===== config.mk =====
export PLATFORM = sky130hd
export DESIGN_NAME = nine_bit_spi_word_packer_unit
export DESIGN_NICKNAME = d
export VERILOG_FILES = /design/src/wpk_pkg.sv /design/src/wpk_ctrl.sv /design/src/wpk_out_reg.sv /design/src/nine_bit_spi_word_packer_unit.sv
export SDC_FILE = /design/constraint.sdc
export NUM_CORES = 1
export LEC_CHECK = 0
export ABC_AREA = 1
export BUFFER_PORTS_ARGS = -buffer_cell sky130_fd_sc_hd__buf_2
export CORE_UTILIZATION = 51
export CTS_CLUSTER_SIZE = 25
export DETAILED_ROUTE_END_ITERATION = 8
export PLACE_DENSITY = 0.78
export SYNTH_ARGS = -nofsm -noshare
export SYNTH_HDL_FRONTEND = slang
export SYNTH_SLANG_ARGS = --single-unit
export TNS_END_PERCENT = 30

===== constraint.sdc =====
create_clock -name clk -period 2.25 [get_ports clk]
set_clock_uncertainty 0.15 [all_clocks]
set_input_delay 0.45 -clock clk [delete_from_list [all_inputs] [get_ports clk]]
set_output_delay 0.45 -clock clk [all_outputs]
set_load 0.005 [all_outputs]

===== src/wpk_pkg.sv =====
`timescale 1ns / 1ps
// ----------------------------------------------------------------------------
// wpk_pkg
// Shared types and constants for the nine-bit word packer.
// ----------------------------------------------------------------------------
package wpk_pkg;

  localparam int unsigned BYTE_W      = 8;
  localparam int unsigned POS_W       = 3;
  localparam int unsigned CFG_INDEX_W = 1;
  localparam int unsigned CFG_DATA_W  = 8;

  localparam logic [CFG_INDEX_W-1:0] REG_NOP_CODE        = 1'd0;
  localparam logic [CFG_INDEX_W-1:0] REG_DATA_FLAG_LEVEL = 1'd1;

  localparam logic [BYTE_W-1:0] NOP_CODE_RESET        = 8'h00;
  localparam logic              DATA_FLAG_LEVEL_RESET = 1'b1;

  localparam logic [POS_W-1:0] POS_FIRST = 3'd0;
  localparam logic [POS_W-1:0] POS_LAST  = 3'd7;

  typedef struct packed {
    logic [BYTE_W-1:0] byte_value;
    logic              is_command;
    logic              end_of_block;
  } in_item_t;

  typedef struct packed {
    logic [BYTE_W-1:0] packed_byte;
    logic              group_end;
    logic              last;
  } out_item_t;

  typedef struct packed {
    logic [BYTE_W-1:0] nop_code;
    logic              data_flag_level;
  } cfg_t;

endpackage


===== src/wpk_ctrl.sv =====
`timescale 1ns / 1ps
// ----------------------------------------------------------------------------
// wpk_ctrl
// Item register and word sequencer: picks the next 9-bit word of the current
// transaction and forms one stream byte per cycle while emit_ready is high.
// ----------------------------------------------------------------------------
module wpk_ctrl (
  input  logic               clk,
  input  logic               rst,
  input  wpk_pkg::cfg_t      cfg,
  input  logic               item_valid,
  output logic               item_stall,
  input  wpk_pkg::in_item_t  item,
  input  logic               emit_ready,
  output logic               emit_valid,
  output wpk_pkg::out_item_t emit
);
  import wpk_pkg::*;

  logic              busy;
  in_item_t          cur;
  logic              head_done;
  logic              aligned;
  logic              second;
  logic [BYTE_W-1:0] carry;
  logic [POS_W-1:0]  pos;

  logic              fire;
  logic              cmd_flag;
  logic              aligned_now;
  logic              pos_is_last;
  logic              word_flag;
  logic [BYTE_W-1:0] word_byte;
  logic              word_final;
  logic [BYTE_W:0]   word;
  logic              word_done;
  logic [15:0]       tail_wide;
  logic [BYTE_W-1:0] carry_next;
  logic [POS_W-1:0]  pos_next;
  logic              second_next;

  assign fire        = busy && emit_ready;
  assign cmd_flag    = ~cfg.data_flag_level;
  assign pos_is_last = (pos == POS_LAST);
  assign aligned_now = aligned || (pos == POS_FIRST);

  always_comb begin
    word_flag  = cmd_flag;
    word_byte  = cfg.nop_code;
    word_final = 1'b0;
    if (cur.is_command) begin
      if (aligned_now && pos_is_last) begin
        word_byte  = cur.byte_value;
        word_final = 1'b1;
      end
    end else if (!head_done) begin
      word_flag  = cfg.data_flag_level;
      word_byte  = cur.byte_value;
      word_final = !cur.end_of_block || pos_is_last;
    end else begin
      word_final = pos_is_last;
    end
  end

  assign word       = {word_flag, word_byte};
  assign word_done  = !pos_is_last || second;
  assign tail_wide  = {7'd0, word} << (POS_LAST - pos);

  always_comb begin
    emit.group_end = second;
    emit.last      = word_final && word_done;
    if (second) begin
      emit.packed_byte = word[BYTE_W-1:0];
    end else begin
      emit.packed_byte = carry | word[BYTE_W:1] >> pos;
    end
    if (!pos_is_last) begin
      carry_next  = tail_wide[BYTE_W-1:0];
      pos_next    = pos + 3'd1;
      second_next = 1'b0;
    end else if (second) begin
      carry_next  = '0;
      pos_next    = POS_FIRST;
      second_next = 1'b0;
    end else begin
      carry_next  = carry;
      pos_next    = pos;
      second_next = 1'b1;
    end
  end

  assign emit_valid = busy;
  assign item_stall = busy && !(fire && emit.last);

  always_ff @(posedge clk) begin
    if (rst) begin
      busy      <= 1'b0;
      carry     <= '0;
      pos       <= POS_FIRST;
      second    <= 1'b0;
      head_done <= 1'b0;
      aligned   <= 1'b0;
    end else begin
      if (fire) begin
        carry  <= carry_next;
        pos    <= pos_next;
        second <= second_next;
        if (word_done) begin
          head_done <= 1'b1;
          aligned   <= aligned_now;
        end
        if (emit.last) begin
          busy <= 1'b0;
        end
      end
      if (item_valid && !item_stall) begin
        busy      <= 1'b1;
        head_done <= 1'b0;
        aligned   <= 1'b0;
        second    <= 1'b0;
      end
    end
  end

  always_ff @(posedge clk) begin
    if (item_valid && !item_stall) begin
      cur <= item;
    end
  end

endmodule


===== src/wpk_out_reg.sv =====
`timescale 1ns / 1ps
// ----------------------------------------------------------------------------
// wpk_out_reg
// Result register: holds one stream byte until the receiver takes it.
// ----------------------------------------------------------------------------
module wpk_out_reg (
  input  logic               clk,
  input  logic               rst,
  input  logic               emit_valid,
  output logic               emit_ready,
  input  wpk_pkg::out_item_t emit,
  output logic               result_valid,
  input  logic               result_stall,
  output wpk_pkg::out_item_t result
);
  import wpk_pkg::*;

  assign emit_ready = !result_valid || !result_stall;

  always_ff @(posedge clk) begin
    if (rst) begin
      result_valid <= 1'b0;
    end else if (emit_ready) begin
      result_valid <= emit_valid;
    end
  end

  always_ff @(posedge clk) begin
    if (emit_ready && emit_valid) begin
      result <= emit;
    end
  end

endmodule


===== src/nine_bit_spi_word_packer_unit.sv =====
`timescale 1ns / 1ps
// ----------------------------------------------------------------------------
// nine_bit_spi_word_packer_unit
// Packs display bytes into 9-bit data/command words, MSB first, as bytes.
//
// Input channel (item_valid / item_stall / item): one display byte per
// transaction with its command and end-of-block marks.
// Result channel (result_valid / result_stall / result): one packed byte per
// transaction; last marks the final byte of an input item, group_end the
// ninth byte of a group.
// Configuration: cfg_we writes cfg_data into register cfg_index (0: NOP
// code, 1: data flag level). Write only while the block is idle.
// Bytes become valid once they are stored in the result register. Throughput:
// one result byte per cycle while not stalled, set by the byte sequencer; an
// item causes 1 to 17 result bytes, and the next item is taken in the cycle
// its predecessor's last byte moves into the result register.
// Reset clears the bit carry and word position, sets the NOP code to 0 and
// the data flag level to 1. While result_stall is high the result holds and
// item_stall rises once the item register is occupied.
// ----------------------------------------------------------------------------
module nine_bit_spi_word_packer_unit (
  input  logic                                 clk,
  input  logic                                 rst,
  input  logic                                 cfg_we,
  input  logic [wpk_pkg::CFG_INDEX_W-1:0]      cfg_index,
  input  logic [wpk_pkg::CFG_DATA_W-1:0]       cfg_data,
  input  logic                                 item_valid,
  output logic                                 item_stall,
  input  wpk_pkg::in_item_t                    item,
  output logic                                 result_valid,
  input  logic                                 result_stall,
  output wpk_pkg::out_item_t                   result
);
  import wpk_pkg::*;

  cfg_t      cfg;
  logic      emit_valid;
  logic      emit_ready;
  out_item_t emit;

  always_ff @(posedge clk) begin
    if (rst) begin
      cfg.nop_code        <= NOP_CODE_RESET;
      cfg.data_flag_level <= DATA_FLAG_LEVEL_RESET;
    end else if (cfg_we) begin
      case (cfg_index)
        REG_NOP_CODE:        cfg.nop_code        <= cfg_data;
        REG_DATA_FLAG_LEVEL: cfg.data_flag_level <= cfg_data[0];
        default: ;
      endcase
    end
  end

  wpk_ctrl u_ctrl (
    .clk        (clk),
    .rst        (rst),
    .cfg        (cfg),
    .item_valid (item_valid),
    .item_stall (item_stall),
    .item       (item),
    .emit_ready (emit_ready),
    .emit_valid (emit_valid),
    .emit       (emit)
  );

  wpk_out_reg u_out_reg (
    .clk          (clk),
    .rst          (rst),
    .emit_valid   (emit_valid),
    .emit_ready   (emit_ready),
    .emit         (emit),
    .result_valid (result_valid),
    .result_stall (result_stall),
    .result       (result)
  );

endmodule


=== Word level (Yosys, flattened, before mapping) ===
Index checks and enable logic that the tools add are counted.

* Flip-flop bits (word level): 45
* Bits of input ports: 24
* Output and inout port bits: 12

* $add $sub $neg: 2
* Eq/ne operators: 2
* Shift operators: 2
* Multiplexer cells: 18
* Bitwise operators: 3
* Reduce and logical (&&, ||, !) cells: 25

{| class="wikitable"
|+ Operators by type and width
! operator !! count
|-
| $mux 8 || 6
|-
| $mux 1 || 10
|-
| $reduce_and 2->1 || 5
|-
| $shl 9x3->8 || 1
|-
| $or 8x8->8 || 1
|-
| $shr 8x3->8 || 1
|-
| $logic_and 1x1->1 || 6
|-
| $logic_not 1->1 || 6
|-
| $mux 3 || 2
|-
| $logic_or 1x1->1 || 4
|-
| $reduce_bool 2->1 || 2
|-
| $add 3x1->3 const B || 1
|-
| $eq 3x3->1 const B || 1
|-
| $logic_not 3->1 || 1
|-
| $sub 3x3->3 const A || 1
|-
| $ne 2x1->1 const B || 1
|-
| $not 1->1 || 2
|-
| $reduce_or 2->1 || 1
|}

=== Longest topological paths before layout ===
Gate-level depths: netlist (run 1).

* Depth after elaboration: 13
* Mapped depth: 14

=== Hierarchy ===
From an unflattened synthesis (run 1), not the netlist that was laid out.

* Cell total of the unflattened synthesis: 321
* Area, all modules: 2533.7 um2

{| class="wikitable"
|+ By module, submodules not included
! module !! times used !! cells an instance !! area an instance (um2)
|-
| wpk_ctrl || 1 || 248 || 1781.7
|-
| nine_bit_spi_word_packer_unit || 1 || 58 || 407.9
|-
| wpk_out_reg || 1 || 15 || 344.1
|}

=== Worst setup path before layout (run 1) ===
Ideal clock, no wire load.

* Path kind: reg2reg
* Start: reg u_ctrl.pos[1]
* End: reg u_ctrl.cur[0] in the netlist's numbering (enable)
* Setup time: 0.334 ns
* Data arrival time: 1.743 ns
* Path slack: 0.023 ns
* Stages on the path, launching flop included: 12
* Period minus slack after synthesis: 2.227 ns
* Cell sequence: dfxtp_1 -> inv_1 -> clkbuf_1 -> ha_1 -> nand2_2 -> nand2_4 -> nand2_4 -> a21oi_2 -> nand2_1 -> nand2_1 -> nand2_1 -> inv_1

{| class="wikitable"
|+ RTL lines
! element !! RTL line !! text
|-
| start: declaration || wpk_ctrl.sv:26 || <nowiki>logic [POS_W-1:0] pos;</nowiki>
|-
| start signal: assignment || wpk_ctrl.sv:106 || <nowiki>pos <= pos_next;</nowiki>
|-
| end signal: assignment || wpk_ctrl.sv:127 || <nowiki>cur <= item;</nowiki>
|-
| end: declaration || wpk_ctrl.sv:21 || <nowiki>in_item_t cur;</nowiki>
|}

==> results of run 1 <==
==> per-layer routing <==
metal	vias up	wire length [um]	share of wire [%]
met3	6	372	6.5
met5	-	0	0
met4	0	57	0.99
li1	1137	-	-
met2	82	2710	47
met1	1031	2610	45
==> final cells by class <==
class | count | area [sq um] | share of cell area, %
Clock buffer | 5 | 68.8 | 2.39
Clock inverter | 3 | 41.3 | 1.43
Inverter | 25 | 93.8 | 3.26
Multi-Input combinational cell | 226 | 1180 | 40.9
Sequential cell | 45 | 1100 | 38.3
Tap cell | 52 | 65.1 | 2.26
Timing Repair Buffer | 54 | 330 | 11.5
==> per-stage QoR <==
stage	cells	cell area [sq um]	TNS (ns)	hold WS [ns]	setup slack, ns
floorplan	308	2390	0	0.295	0.0231
global placement	399	2700	0	0.305	0.153
detailed placement	399	2700	0	0.318	0.0707
CTS	410	2880	-0.0553	0.165	-0.0553
global route	410	2880	-0.170	0.158	-0.162
finish	410	2880	-0.0712	0.173	-0.0712
==> cells in the mapped netlist (all sizes together) <==
cell,instances,area [sq um]
a21oi,27,146
inv,24,90.1
a31oi,1,6.26
buf,7,40.0
o21ai,11,58.8
nand3,83,470
ha,4,50.1
clkinv,1,3.75
nand4,1,6.26
nand2,64,260
clkbuf,5,18.8
nor2,34,128
dfxtp,25,500
xnor2,1,8.76
edfxtp,20,601
==> registers in the layout (all words and copies together), names as in the netlist <==
register / count
u_ctrl.cur: 10
u_out_reg.result: 10
cfg: 9
u_ctrl.carry: 8
u_ctrl.pos: 3
u_ctrl.aligned: 1
u_ctrl.emit_valid: 1
u_ctrl.head_done: 1
u_ctrl.second: 1
u_out_reg.result_valid: 1
==> kinds of logic (layout without fill, tap and decap cells) <==
| group | count (synthesis) | after routing | synth area share [%] |
|---|---|---|---|
| buf+inv | 37 | 87 | 6.39 |
| flops | 45 | 45 | 46.1 |
| fa+ha+maj | 4 | 4 | 2.10 |
| xor+xnor | 1 | 1 | 0.367 |
| simple gates | 182 | 182 | 36.2 |
| compound gates | 39 | 39 | 8.85 |
==> placed cells by master, fill, tap and decap left out <==
cell         n
nand3_1     72
nand2_1     59
buf_2       35
nor2_1      33
a21oi_1     24
dfxtp_1     23
edfxtp_1    20
inv_1       19
buf_4       18
nand3_2     11
o21ai_0     10
inv_2        5
clkbuf_8     5
nand2_2      3
a21oi_2      3
ha_4         3
nand2_4      2
clkinv_1     2
dfxtp_2      2
nor2_2       1
a31oi_1      1
xnor2_1      1
o21ai_2      1
nand4_1      1
ha_1         1
bufinv_16    1
clkinvlp_4   1
buf_12       1
==> worst max-delay path by stage <==
stage	slack, ns	cells past startpoint	to
after global routing	-0.16	11	item_stall
final	-0.07	11	item_stall
after floorplan	0.02	11	u_ctrl.cur[0]
after CTS	-0.06	11	item_stall
after detailed placement	0.07	12	u_ctrl.cur[9]
after global placement	0.15	11	item_stall
==> power by group <==
part | switching (mW) | leakage (nW) | total (mW) | internal, mW
Combinational | 0.257 | 0.825 | 0.417 | 0.160
Clock | 0.273 | 0.0518 | 0.600 | 0.327
Sequential | 0.0315 | 0.397 | 0.958 | 0.926
Total | 0.562 | 1.27 | 1.98 | 1.41
==> repair_timing <==
| action | 4_1_cts | 5_1_grt |
|---|---|---|
| endpoints found under the setup margin | 1 | 6 |
| setup buffers | 3 | 0 |
| pin swaps | 3 | 0 |
| resized for setup | 12 | 0 |
==> out/qor.txt, run 1 <==
Unique masters post-synth: 22
Final period util: 103%
R2R cell count: 13
area delta synth->final: 20.6%
initial antenna violation count: 0
Die Wd: 70.4 um
R2R Setup Slk: 0.13 ns
Vias: 2256
row cnt: 24
critical path class: flop to output port
crit-path max cell delay: 0.35 ns
PortBufs: 35
Hold Crit Depth: 1
Fillers: 381
utilization after layout: 65.2%
Pwr Total: 1.98 mW
final setup margin: -0.0712 ns
HPWL Detailed: 4370 um
IO Count: 36
Fmax: 0.431 GHz
critical-path cell list: ha_4, ha_4, inv_2, nor2_2, a31oi_1, nand2_1, a21oi_2, nand2_1, nand2_2, inv_2, buf_2
met1 usage in global routing: 32.1%
die area: 4960 sq um
Hold Path End: u_ctrl.cur[1]
Routed Antenna Nets: 0
grt met3 use: 4.47%
GR Util met2: 39.4%
failing checks: setup timing
status: finished, violations left
All-Layer GR Usage: 23.9%
Avg Cell Area, Syn: 7.76 sq um
diode count: 0
CTS tree: built
final hold vios: 0
H-Tree Depth: 2
maximum clock path buffer count: 2
Crit-path slowest cell: dfxtp_2
layout cell share with drive strength beyond 1: 25.7%
Critical path buffers and inverters: 3
DR WL/cell: 14.0 um
CP arrival: 1.72 ns
DIE HEIGHT: 70.4 um
RSZ-0062 raised after global routing: true
CP delay by family, top: flip-flops
initial core utilization: 54.1%
fin crit period: 2.32 ns
crit-path max FO: 3
register area share after synthesis: 46.1%
first-pass GRT wire length: 9340 um
DRT Pass-1 Iters: 4
Final Max Tran Viols: 0
GRT overflow: 0
Mapped Nets: 336
Num CTS Buffers: 5
clk sinks: 45
core box area: 4410 sq um
Leakage: 1.27 nW
measured slew at the worst slew-check pin: 0.408 ns
Critical path origin: u_ctrl.pos[1]
VDD IR max: 0.389 mV
HP Class: primary input to flop
vias per cell: 5.50
Post-CTS Hold Buffers: 0
worst hold start: item[1]
Worst EP required: 1.65 ns
CTS clk-pin slew, worst paths: 0.09 ns
vias in the first global route: 2026
Finish-stage setup viols: 1
insertion delay to the later sink of the worst-skew pair: 0.30 ns
Root Driver: clkbuf_8
Starting DRT DRC Count: 218
Final #Nets: 385
FF-to-FF Start: u_ctrl.pos[1]
Syn Inst Count: 308
relative slew slack: 72.8%
residual DRC count: 0
GPL Wtd Cong: 0.963
worst reg2reg path endpoint: u_ctrl.cur[0]
largest net degree at the start of global routing: 15
Mapped Area: 2390 sq um
startpoint types: flop
post-synthesis register bit count: 45
Yosys warning total: 0
Worst setup EP type: output port
PwrDens: 686 nW/um^2
total of max-cap violations: 0
Top Usage Layer GRT: met2
Post-Route WL: 5750 um
Note: power is estimated with default switching activity, not from simulation.
==> run 2: changes to the inputs <==
--- a/config.mk
+++ b/config.mk
@@ -10,6 +10,7 @@
 export CORE_UTILIZATION = 51
 export CTS_CLUSTER_SIZE = 25
 export DETAILED_ROUTE_END_ITERATION = 8
+export MAX_ROUTING_LAYER = met4
 export PLACE_DENSITY = 0.78
 export SYNTH_ARGS = -nofsm -noshare
 export SYNTH_HDL_FRONTEND = slang
==> run 2 against run 1 <==
The flow still finishes with violations (setup timing); highest routed layer unchanged; register-to-register slack improved by 0.04 ns; clock power increased by 4.5%; largest power group unchanged; critical endpoint unchanged; utilization increased by 0.62 points; via count increased by 0.80%; total power increased by 1.9%; non-clock buffer count decreased by 2; critical path type unchanged; design area increased by 0.96%.
==> out/qor.txt, run 2 (synthesis results as in run 1) <==
status: finished, violations left
failing checks: setup timing
All-Layer GR Usage: 26.7%
Post-CTS Hold Buffers: 0
vias per cell: 5.57
insertion delay to the later sink of the worst-skew pair: 0.31 ns
Final Max Tran Viols: 0
HP Class: primary input to flop
core box area: 4410 sq um
layout cell share with drive strength beyond 1: 26.4%
GPL Wtd Cong: 0.924
DIE HEIGHT: 70.4 um
area delta synth->final: 21.7%
clk sinks: 45
commonest non-fill, non-tap cell in the layout: nand3_1
CTS tree: built
H-Tree Depth: 2
worst hold margin: 0.162 ns
VDD IR max: 0.403 mV
initial antenna violation count: 0
Worst setup EP type: output port
TNS Setup: -0.0727 ns
relative slew slack: 73.3%
met3 wire length: 331 um
Final #Nets: 383
Final period util: 103%
residual DRC count: 0
die area: 4960 sq um
GRT overflow: 0
PwrDens: 692 nW/um^2
Fmax: 0.431 GHz
DRT Pass-1 Iters: 5
Reg area: 1110 sq um
Routed Antenna Nets: 0
diode count: 0
Post-Route WL: 6050 um
Vias: 2274
measured slew at the worst slew-check pin: 0.400 ns
largest net degree at the start of global routing: 16
utilization after layout: 65.9%
maximum clock path buffer count: 2
multi-input logic area: 1180 sq um
PortBufs: 35
met1 WL: 2690 um
Finish-stage setup viols: 1
Top Registers: u_ctrl.cur x10, u_out_reg.result x10, cfg x9
startpoint types: flop
HPWL Detailed: 4420 um
most frequent cells in the layout: nand3_1 (72), nand2_1 (58), buf_2 (35)
crit-path max FO: 9
Fillers: 380
Die Wd: 70.4 um
final setup margin: -0.0727 ns
vias in the first global route: 2197
initial core utilization: 54.1%
Num CTS Buffers: 5
final hold vios: 0
Starting DRT DRC Count: 228
RSZ-0062 raised after global routing: true
Pwr Total: 2.01 mW
row cnt: 24
critical path class: flop to output port
met2 routed WL: 2930 um
first-pass GRT wire length: 10200 um
Worst EP required: 1.65 ns
Root Driver: clkbuf_8
DR WL/cell: 14.8 um
total of max-cap violations: 0
IO Count: 36
CP arrival: 1.72 ns
Leakage: 1.28 nW
Max Used Layer: met4
fin crit period: 2.32 ns
CTS clk-pin slew, worst paths: 0.09 ns
run 2: path summary, 6_finish.rpt:
check                  startpoint         endpoint  slack, ns  cells after the start
setup / recovery    u_ctrl.pos[1]       item_stall      -0.07                     10
setup reg to reg    u_ctrl.pos[1]    u_ctrl.cur[3]       0.17                     12
hold / removal            item[6]    u_ctrl.cur[6]       0.16                      1
hold reg to reg   u_ctrl.carry[3]  u_ctrl.carry[3]       0.34                      2
run 2: worst max-delay path, cell delays in order (launching register included):
cell and delay, ns:
dfxtp_4 0.36, inv_1 0.09, ha_1 0.19, nand2_2 0.09
nand2_4 0.12, nand2_4 0.10, a21oi_2 0.17, nand2_1 0.07
nand2_2 0.07, inv_2 0.03, buf_2 0.11
run 2: metal layers:
metal	track usage [%]	vias up
li1	-	1136
met3	5.05	13
met4	7.11	0
met1	33.5	1036
met2	44.2	89
met5	-	-
run 2: through the flow:
| stage | cells | setup slack [ns] | area [sq um] |
|---|---|---|---|
| final | 408 | -0.0727 | 2910 |
| after global routing | 408 | -0.195 | 2910 |
| after CTS | 409 | -0.0619 | 2880 |
| after detailed placement | 397 | 0.0665 | 2690 |
| after global placement | 397 | 0.152 | 2690 |
| after floorplan | 308 | 0.0231 | 2390 |
run 2: layout make-up:
class	instances	area share (%)
multi-input cells	226	40.7
flip-flops and latches	45	38.1
repair buffers	52	11.6
inverters	25	3.40
clock buffers	5	2.37
well taps	52	2.24
clock inverters	3	1.59
run 2: timing repair:
action	in CTS	in global routing
buffers inserted	4	0
setup endpoints to repair	1	14
pin swaps	4	5
resized for setup	15	5
cloned	0	1
run 2: report_power, final:
part	internal, mW	total [mW]	switching (mW)	leakage, nW
Sequential	0.926	0.962	0.0360	0.397
Combinational	0.164	0.424	0.260	0.824
Clock	0.332	0.627	0.294	0.0543
Total	1.42	2.01	0.590	1.28
==> run 3: changes to the inputs <==
--- a/config.mk
+++ b/config.mk
@@ -7,11 +7,11 @@
 export LEC_CHECK = 0
 export ABC_AREA = 1
 export BUFFER_PORTS_ARGS = -buffer_cell sky130_fd_sc_hd__buf_2
-export CORE_UTILIZATION = 51
+export CORE_UTILIZATION = 56
 export CTS_CLUSTER_SIZE = 25
 export DETAILED_ROUTE_END_ITERATION = 8
 export MAX_ROUTING_LAYER = met4
-export PLACE_DENSITY = 0.78
+export PLACE_DENSITY = 0.81
 export SYNTH_ARGS = -nofsm -noshare
 export SYNTH_HDL_FRONTEND = slang
 export SYNTH_SLANG_ARGS = --single-unit
==> constraint.sdc (replaced) <==
create_clock -name clk -period 2.8 [get_ports clk]
set_clock_uncertainty 0.15 [all_clocks]
set_input_delay 0.56 -clock clk [delete_from_list [all_inputs] [get_ports clk]]
set_output_delay 0.56 -clock clk [all_outputs]
set_load 0.005 [all_outputs]
==> run 3 against run 2 <==
The flow now finishes without violations; sequential power decreased by 19%; total power decreased by 22%; non-clock buffer count decreased by 10; wire length increased by 1.7%; utilization increased by 1.7 points; combinational power decreased by 27%; first-iteration DRC count unchanged; critical path type unchanged; largest cell class unchanged.
==> out/qor.txt, run 3 (synthesis results as in run 1) <==
status: complete, no violations
switching share of power: 29.0%
Placed Area: 2620 sq um
utilization after layout: 67.6%
crit-path max cell delay: 0.34 ns
Root Driver: clkbuf_8
worst hold margin: 0.276 ns
fin crit period: 2.68 ns
All-Layer GR Usage: 31.9%
Top Registers: u_ctrl.cur x10, u_out_reg.result x10, cfg x9
Pwr Total: 1.57 mW
Net Sw Power: 456 uW
HP Class: primary input to flop
Clk pwr share: 30.8%
Crit-path slowest cell: dfxtp_1
largest net degree at the start of global routing: 16
combinational share of power: 19.8%
Reg power frac: 49.4%
final setup margin: 0.118 ns
post-route cell area: 2740 sq um
Die Wd: 67.3 um
area delta synth->final: 14.8%
most frequent cells in the layout: nand3_1 (72), nand2_1 (60), buf_2 (35)
Critical path buffers and inverters: 3
DR WL/cell: 15.5 um
GRT overflow: 0
critical path class: flop to output port
critical-path cell list: ha_1, ha_1, inv_2, nor2_1, a31oi_1, nand2_1, a21oi_2, nand2_1, nand2_1, inv_1, buf_2
Fmax: 0.373 GHz
residual DRC count: 0
TNS Setup: 0 ns
Post-CTS Hold Buffers: 0
CP arrival: 1.97 ns
RSZ-0062 raised after global routing: false
DRT Pass-1 Iters: 5
measured slew at the worst slew-check pin: 0.544 ns
HPWL Detailed: 4570 um
Worst EP required: 2.09 ns
CTS tree: built
startpoint types: flop
CTS clk-pin slew, worst paths: 0.08 ns
initial antenna violation count: 0
final hold vios: 0
vias per cell: 5.70
IO Count: 36
VDD IR max: 0.409 mV
core box area: 4060 sq um
PortBufs: 35
Final Max Tran Viols: 0
Worst setup EP type: output port
CP delay by family, top: adder cells
Final period util: 95.8%
relative slew slack: 63.7%
placed instance count: 388
Setup WS pre-CTS: 0.281 ns
diode count: 0
insertion delay to the later sink of the worst-skew pair: 0.30 ns
Vias: 2258
Post-Route WL: 6150 um
GPL Wtd Cong: 0.965
crit-path max FO: 4
Starting DRT DRC Count: 228
Num CTS Buffers: 5
row cnt: 23
total of max-cap violations: 0
PwrDens: 574 nW/um^2
H-Tree Depth: 2
first-pass GRT wire length: 10200 um
Cell Count, Final, Fillers Out: 396
Fillers: 352
Final #Nets: 373
initial core utilization: 58.9%
Finish-stage setup viols: 0
commonest non-fill, non-tap cell in the layout: nand3_1
DIE HEIGHT: 67.3 um
cell mode on critical path: nand2_1
layout cell share with drive strength beyond 1: 21.1%
die area: 4530 sq um
maximum clock path buffer count: 2
Routed Antenna Nets: 0
Setup Fix Bufs, Post-CTS: 0
clk sinks: 45
Internal: 1.12 mW
vias in the first global route: 2081
Leakage: 1.22 nW
run 3: cell count changes in the layout (fill, tap and decap cells not counted), sizes merged:
| cell | previous run | this run |
|---|---|---|
| buf | 51 | 42 |
| clkbuf | 6 | 5 |
run 3: per-layer routing:
| metal | global-route usage, % | vias to the layer above | routed length (um) |
|---|---|---|---|
| met3 | 6.93 | 15 | 431 |
| met4 | 11.2 | 0 | 142 |
| li1 | - | 1114 | - |
| met2 | 47.6 | 102 | 2740 |
| met1 | 42.5 | 1027 | 2830 |
| met5 | - | - | 0 |
run 3: path summary, 6_finish.rpt:
check,cells after the start,endpoint,slack (ns),start
worst max-delay path,11,item_stall,0.12,u_ctrl.pos[0]
worst min-delay path,1,u_ctrl.cur[0],0.28,item[0]
worst max register to register,11,u_ctrl.cur[8],0.39,u_ctrl.pos[0]
worst min register to register,2,u_ctrl.carry[2],0.32,u_ctrl.carry[2]
run 3: worst reg2reg max path, delay by kind of cell (launching register included):
| family | cells | cell delay (ns) |
|---|---|---|
| compound gates | 2 | 0.33 |
| fa+ha+maj | 2 | 0.47 |
| buf+inv | 2 | 0.39 |
| flops | 1 | 0.34 |
| simple gates | 5 | 0.39 |
run 3: power groups by stage:
stage	registers, mW	clock network [mW]	logic [mW]
after floorplan	0.780	0	0.213
after global placement	0.789	0	0.301
after detailed placement	0.791	0	0.306
after CTS	0.776	0.485	0.308
after global routing	0.782	0.513	0.353
final	0.777	0.485	0.311
run 3: layout make-up:
type	count	area (sq um)	area share, %
Multi-Input combinational cell	226	1150	41.8
Inverter	25	93.8	3.42
Clock buffer	5	68.8	2.51
Tap cell	50	62.6	2.28
Sequential cell	45	1100	40.1
Clock inverter	3	41.3	1.51
Timing Repair Buffer	42	228	8.30
run 3: timing repair:
| action | in CTS | in global routing |
|---|---|---|
| pin swaps | 0 | 0 |
| gates cloned | 0 | 0 |
| gates resized for setup | 1 | 2 |
| endpoints found under the hold margin | 0 | 0 |
| endpoints found under the setup margin | 1 | 1 |
